**src/rtl/core/msq_pkg.sv**
```systemverilog
// Shared types, constants and the case table of the marching-squares cell.
`timescale 1ns / 1ps

package msq_pkg;

  // Quotient bits produced by the restoring divider, one per stage.
  localparam int DIV_STEPS = 17;

  // Register stages from the input transaction to the lane coordinate output.
  localparam int LANE_DEPTH = DIV_STEPS + 5;

  // Interpolation factor constants in unsigned Q1.16, 17 bits wide.
  localparam logic [16:0] T_ZERO = 17'd0;
  localparam logic [16:0] T_HALF = 17'd32768;
  localparam logic [16:0] T_ONE  = 17'd65536;

  localparam logic signed [50:0] ROUND_HALF = 51'sd32768;

  typedef enum logic [1:0] {
    EDGE_BOTTOM = 2'd0,
    EDGE_RIGHT  = 2'd1,
    EDGE_TOP    = 2'd2,
    EDGE_LEFT   = 2'd3
  } edge_t;

  typedef struct packed {
    logic  used;
    edge_t edge_a;
    edge_t edge_b;
  } seg_pair_t;

  typedef struct packed {
    seg_pair_t first;
    seg_pair_t second;
  } cell_segs_t;

  function automatic seg_pair_t mk_pair(input logic used, input edge_t a, input edge_t b);
    seg_pair_t p;
    p.used   = used;
    p.edge_a = a;
    p.edge_b = b;
    return p;
  endfunction

  // Edge pairs for each corner case; saddles are resolved in a fixed way.
  function automatic cell_segs_t cell_segments(input logic [3:0] cs);
    cell_segs_t s;
    s.first  = mk_pair(1'b0, EDGE_BOTTOM, EDGE_BOTTOM);
    s.second = mk_pair(1'b0, EDGE_BOTTOM, EDGE_BOTTOM);
    unique case (cs) inside
      4'd1, 4'd14: s.first = mk_pair(1'b1, EDGE_BOTTOM, EDGE_LEFT);
      4'd2, 4'd13: s.first = mk_pair(1'b1, EDGE_BOTTOM, EDGE_RIGHT);
      4'd3:        s.first = mk_pair(1'b1, EDGE_LEFT, EDGE_RIGHT);
      4'd4, 4'd11: s.first = mk_pair(1'b1, EDGE_TOP, EDGE_LEFT);
      4'd5, 4'd10: s.first = mk_pair(1'b1, EDGE_BOTTOM, EDGE_TOP);
      4'd6: begin
        s.first  = mk_pair(1'b1, EDGE_BOTTOM, EDGE_LEFT);
        s.second = mk_pair(1'b1, EDGE_RIGHT, EDGE_TOP);
      end
      4'd7, 4'd8:  s.first = mk_pair(1'b1, EDGE_RIGHT, EDGE_TOP);
      4'd9: begin
        s.first  = mk_pair(1'b1, EDGE_BOTTOM, EDGE_RIGHT);
        s.second = mk_pair(1'b1, EDGE_LEFT, EDGE_TOP);
      end
      4'd12:       s.first = mk_pair(1'b1, EDGE_RIGHT, EDGE_LEFT);
      default: ;
    endcase
    return s;
  endfunction

endpackage

```
**src/rtl/core/msq_edge_lane.sv**
```systemverilog
// One edge lane: crossing factor by pipelined division, then linear interpolation.
`timescale 1ns / 1ps

module msq_edge_lane import msq_pkg::*; (
  input  logic               clk,
  input  logic               en,
  input  logic signed [31:0] v0,
  input  logic signed [31:0] v1,
  input  logic signed [31:0] iso,
  input  logic signed [31:0] lo,
  input  logic signed [31:0] hi,
  output logic signed [31:0] coord
);

  // Stage one: differences.
  logic signed [32:0] num;
  logic signed [32:0] den;
  logic signed [31:0] lo1;
  logic signed [32:0] span1;

  always_ff @(posedge clk) begin
    if (en) begin
      num   <= {iso[31], iso} - {v0[31], v0};
      den   <= {v1[31], v1} - {v0[31], v0};
      lo1   <= lo;
      span1 <= {hi[31], hi} - {lo[31], lo};
    end
  end

  // Magnitudes and the special factors.
  logic [32:0] an_c;
  logic [32:0] ad_c;
  logic        den_zero;
  logic        opposite;
  logic        spec_c;
  logic [16:0] tspec_c;

  always_comb begin
    an_c     = num[32] ? 33'(-num) : 33'(num);
    ad_c     = den[32] ? 33'(-den) : 33'(den);
    den_zero = (den == 33'sd0);
    opposite = (num == 33'sd0) || (num[32] != den[32]);
    spec_c   = den_zero || opposite || (an_c >= ad_c);
    if (den_zero) begin
      tspec_c = T_HALF;
    end else if (opposite) begin
      tspec_c = T_ZERO;
    end else begin
      tspec_c = T_ONE;
    end
  end

  // Divider stages; entry zero is the load stage, each later one adds a bit.
  logic [33:0]        rem_d   [DIV_STEPS+1];
  logic [16:0]        q_d     [DIV_STEPS+1];
  logic [32:0]        ad_d    [DIV_STEPS+1];
  logic               spec_d  [DIV_STEPS+1];
  logic [16:0]        tspec_d [DIV_STEPS+1];
  logic signed [31:0] lo_d    [DIV_STEPS+1];
  logic signed [32:0] span_d  [DIV_STEPS+1];

  logic [33:0] rem_next [DIV_STEPS];
  logic [16:0] q_next   [DIV_STEPS];

  always_comb begin
    for (int j = 0; j < DIV_STEPS; j++) begin
      logic [33:0] shl;
      logic        fits;
      shl         = {rem_d[j][32:0], 1'b0};
      fits        = (shl >= {1'b0, ad_d[j]});
      rem_next[j] = fits ? (shl - {1'b0, ad_d[j]}) : shl;
      q_next[j]   = {q_d[j][15:0], fits};
    end
  end

  always_ff @(posedge clk) begin
    if (en) begin
      rem_d[0]   <= {1'b0, an_c};
      q_d[0]     <= '0;
      ad_d[0]    <= ad_c;
      spec_d[0]  <= spec_c;
      tspec_d[0] <= tspec_c;
      lo_d[0]    <= lo1;
      span_d[0]  <= span1;
      for (int j = 1; j <= DIV_STEPS; j++) begin
        rem_d[j]   <= rem_next[j-1];
        q_d[j]     <= q_next[j-1];
        ad_d[j]    <= ad_d[j-1];
        spec_d[j]  <= spec_d[j-1];
        tspec_d[j] <= tspec_d[j-1];
        lo_d[j]    <= lo_d[j-1];
        span_d[j]  <= span_d[j-1];
      end
    end
  end

  // Round the 17-bit quotient to sixteen fraction bits, unsigned Q1.16, half up.
  logic [17:0]        q_round;
  logic [16:0]        t_r;
  logic signed [31:0] lo_t;
  logic signed [32:0] span_t;

  assign q_round = {1'b0, q_d[DIV_STEPS]} + 18'd1;

  always_ff @(posedge clk) begin
    if (en) begin
      t_r    <= spec_d[DIV_STEPS] ? tspec_d[DIV_STEPS] : q_round[17:1];
      lo_t   <= lo_d[DIV_STEPS];
      span_t <= span_d[DIV_STEPS];
    end
  end

  // Product stage.
  logic signed [50:0] prod;
  logic signed [31:0] lo_p;

  always_ff @(posedge clk) begin
    if (en) begin
      prod <= $signed({34'd0, t_r}) * 51'(span_t);
      lo_p <= lo_t;
    end
  end

  // Floor of the rounded product over 65536, added to the low end.
  logic signed [50:0] prod_rnd;
  logic signed [50:0] prod_sh;

  assign prod_rnd = prod + ROUND_HALF;
  assign prod_sh  = prod_rnd >>> 16;

  always_ff @(posedge clk) begin
    if (en) begin
      coord <= lo_p + prod_sh[31:0];
    end
  end

endmodule

```
**config.mk**
```make
export PLATFORM = sky130hd
export DESIGN_NAME = msq_edge_lane
export DESIGN_NICKNAME = d
export VERILOG_FILES = /design/src/rtl/core/msq_pkg.sv /design/src/rtl/core/msq_edge_lane.sv
export SDC_FILE = /design/constraint.sdc
export NUM_CORES = 2
export LEC_CHECK = 0
export BUFFER_PORTS_ARGS = -buffer_cell sky130_fd_sc_hd__buf_2
export CORE_MARGIN = 8
export CORE_UTILIZATION = 30
export DETAILED_ROUTE_END_ITERATION = 8
export MAX_ROUTING_LAYER = met4
export REMOVE_ABC_BUFFERS = 1
export SLEW_MARGIN = 10
export SYNTH_ARGS = -nofsm -noshare
export SYNTH_HDL_FRONTEND = slang
export SYNTH_SLANG_ARGS = --single-unit
```
**constraint.sdc**
```tcl
create_clock -name clk -period 7.1 [get_ports clk]
set_clock_uncertainty 0.05 [all_clocks]
set_input_delay 0.355 -clock clk [delete_from_list [all_inputs] [get_ports clk]]
set_output_delay 0.355 -clock clk [all_outputs]
set_load 0.02 [all_outputs]
```
==> metrics.yaml <==
yosys:
  ys.flop_type: "edfxtp_1"
  syn_inst: 10984
  postSynthAreaPerCell_um2: 13.1
  ys_top_cells_by_area: "edfxtp_1 (59%), fa_1 (7.4%), ha_1 (7.2%), inv_1 (3.1%), xnor2_1 (3.0%)"
  yosysTopAreaCell: "edfxtp_1"
  synth_edf_count: 2809
  ys_seq_elements: 2809
  yosysWarningCount: 0
  ys_seq_area_share_pct: 58.5
  synth_area_um2: 144000
  synth_top_area_share_pct: 58.5
  yosysUniqueCellTypes: 94
  synth_async_sr_flop_share_pct: 0
drt:
  dr_wl_met2_um: 148000
  drt_iter0_markers: 4325
  num_vias: 81979
  met3_wirelength_um: 8460
  drt-met1-wl_um: 118000
  dr.pass1.iters: 7
  highest_layer: "met4"
  drt-wirelength-per-cell_um: 15.8
  drt_wl_total_um: 288000
  via_per_inst: 4.49
  drc: 0
  final_antenna_net_count: 0
clock_tree:
  htreeDepth: 5
  clkLatencyLatePin_ps: 970
  clk_pin_slew_worst_paths_ps: 60
  root_buffer: "clkbuf_16"
  clk_path_buf_depth: 4
  clock_sinks: 2809
  cts_tree: "built"
  cts_buffers: 299
min_path:
  hold_path.class: "in -> reg"
timing:
  finalHoldViolations: 0
  post-route-period-util_pct: 95.8
  max_freq_mhz: 147
  slew_headroom_pct: 27.0
  tightest_slew_ps: 1080
  worst_slack_ps: 302
  fin_crit_ps: 6800
  finalSetupViolCount: 0
  maxSlewViolCount: 0
  final.setup.tns_ps: 0
floorplanning:
  initial_core_util_pct: 30.1
  die_h_um: 709
  ioPinCount: 194
  core_area_um2: 478000
  row_count: 254
  dieArea_um2: 503000
  die_x_um: 709
grt:
  grt_pass1_vias: 84848
  grt-ovfl-total: 0
  track_usage_pct: 11.5
  antenna_found_initial: 5
  grt_pass1_wl_um: 455000
  grt_max_degree: 191
pwr:
  combPwrFrac_pct: 45.4
  p_seq_share_pct: 33.9
  leakage_nw: 63.6
  p_per_area_nw_per_um2: 439
  clock_power_share_pct: 20.7
  p_sw_share_pct: 35.5
  p_int_w: 0.0469
  switchingPower_w: 0.0258
  irDropWorstVdd_mv: 0.465
finish:
  drive_gt1_share_pct: 8.91
  syn_to_final_growth_pct: 14.8
  nFillCells: 46366
  fin_nets: 13171
job:
  maxCapViolCount: 0
placed_design:
  gp_congestion: 0.882
  dpl.hpwl_um: 218000
  io_buffers: 193
  pre_cts_ws_ps: -121
worst_setup_path:
  end_kind: "flop"
  crit_required_ps: 7750
  critical_path_class: "reg -> reg"
  start_kind: "flop"
  worst-path-max-fanout: 5
  arrival_ps: 7450
run_status:
  status: "finished clean"
-- worst max-delay path, cell delays in order, from the launching register on --
cell and delay, ps:
edfxtp_1 460, buf_4 180, buf_4 120, and2_1 140, fa_1 540, inv_1 70
fa_1 550, fa_1 470, fa_1 520, fa_1 420, fa_1 490, inv_1 40
ha_1 280, a21o_1 160, a21o_1 190, a21oi_2 160, a2bb2oi_2 240, nand4bb_4 140
a31o_2 290, o211ai_1 170, buf_4 160, a21boi_1 70, or3_1 340, a31oi_1 210
xnor2_1 80
-- synthesized netlist by cell type (164+ instances only) --
| cell | instances |
|---|---|
| edfxtp_1 | 2809 |
| nor2_1 | 567 |
| a21oi_1 | 738 |
| ha_1 | 834 |
| a21o_1 | 295 |
| clkbuf_1 | 164 |
| inv_1 | 1186 |
| and2_1 | 297 |
| nand2_1 | 730 |
| xnor2_1 | 488 |
| xor2_1 | 204 |
| mux2_2 | 179 |
| o21ai_0 | 427 |
| fa_1 | 534 |
-- worst paths after layout --
kind / slack [ps] / depth (start not counted) / to / startpoint
max: 300 / 24 / prod[41]$_DFFE_PP_ / t_r[3]$_SDFFCE_PP0P_
min reg2reg: 330 / 0 / spec_d[14]$_DFFE_PP_ / spec_d[13]$_DFFE_PP_
max reg2reg: 300 / 24 / prod[41]$_DFFE_PP_ / t_r[3]$_SDFFCE_PP0P_
min: 30 / 4 / span1[19]$_DFFE_PP_ / hi[18]
-- stage by stage --
step                total power [W]  hold slack (ps)  area (um2)  utilization, %  std cells
floorplan                    0.0484              350      143000               -      10762
global placement             0.0572              350      154000            32.2      17541
detailed placement           0.0575              355      154000            32.2      17541
CTS                          0.0731             2.29      165000            34.6      18265
global route                 0.0781            -10.2      165000            34.6      18270
finish                       0.0727             32.5      165000            34.6      18270
-- layer usage --
metal	up-vias	global-route usage, %
met5	-	-
met4	0	4.81
met3	655	1.42
met2	1255	20.9
met1	39383	12.6
li1	40686	-
-- cell usage in the layout, fill, tap and decap left out, types with 23 or more instances in the layout --
cell type,instances
and3_1,73
nand2_1,726
xor2_1,204
clkbuf_1,55
nand2b_1,130
a21oi_1,736
nor4_1,32
o21a_1,107
a31oi_1,44
nor2_1,564
mux2_2,179
edfxtp_1,2809
nand3_1,129
or3_1,55
or2_2,26
nand4_1,84
ha_1,834
nor3_1,109
o31ai_1,41
xnor2_1,488
dlygate4sd3_1,195
clkinv_2,41
o31a_1,24
o211ai_1,34
inv_1,1186
buf_2,192
fa_1,530
o21ai_0,426
a211oi_1,44
bufinv_16,23
and4_1,33
clkbuf_16,306
nor2b_1,94
a21o_1,295
o21bai_1,82
buf_4,171
and2_1,296
clkinv_1,73
-- cell type report --
class	instances	area (um2)	area share, %
Inverter	1189	4460	2.70
Clock buffer	361	7860	4.75
Tap cell	6400	8010	4.84
Sequential cell	2809	84400	51.0
Timing Repair Buffer	578	4600	2.78
Clock inverter	167	1640	0.994
Antenna cell	2	5.00	0.00303
Multi-Input combinational cell	6764	54500	32.9
-- power groups by stage --
stage / combinational [W] / sequential, W / clock [W]
after CTS: 0.0329 / 0.0246 / 0.0156
after global placement: 0.0323 / 0.0249 / 0
final: 0.0330 / 0.0246 / 0.0151
after global routing: 0.0370 / 0.0249 / 0.0162
after floorplan: 0.0239 / 0.0245 / 0
after detailed placement: 0.0325 / 0.0250 / 0
-- registers in the layout (all words and copies together) (netlist names) --
signal	count
lo_t	32
t_r	17
coord	32
span_t	33
prod	33
span_d	594
lo_d	576
ad_d	561
num	33
tspec_d	36
den	33
q_d	153
rem_d	561
lo_p	32
spec_d	18
span1	33
lo1	32
-- logic make-up after synthesis --
kind of cell	Yosys count	share of synthesized area [%]
AO/OA/AOI/OAI	2083	9.08
XOR/XNOR	692	4.21
adder cells (fa/ha/maj)	1368	14.7
buffers and inverters	1411	3.77
flip-flops	2809	58.5
multiplexers	202	1.56
AND/OR/NAND/NOR	2419	8.18
-- what timing repair did --
item                                   in CTS  in global routing
endpoints found under the hold margin     215                  0
pin swaps                                   0                 21
hold buffers                              195                  0
setup buffers                               1                  3
gates resized for setup                     2                 16
setup endpoints to repair                   4                 10
Note: power is estimated with default switching activity, not from simulation.
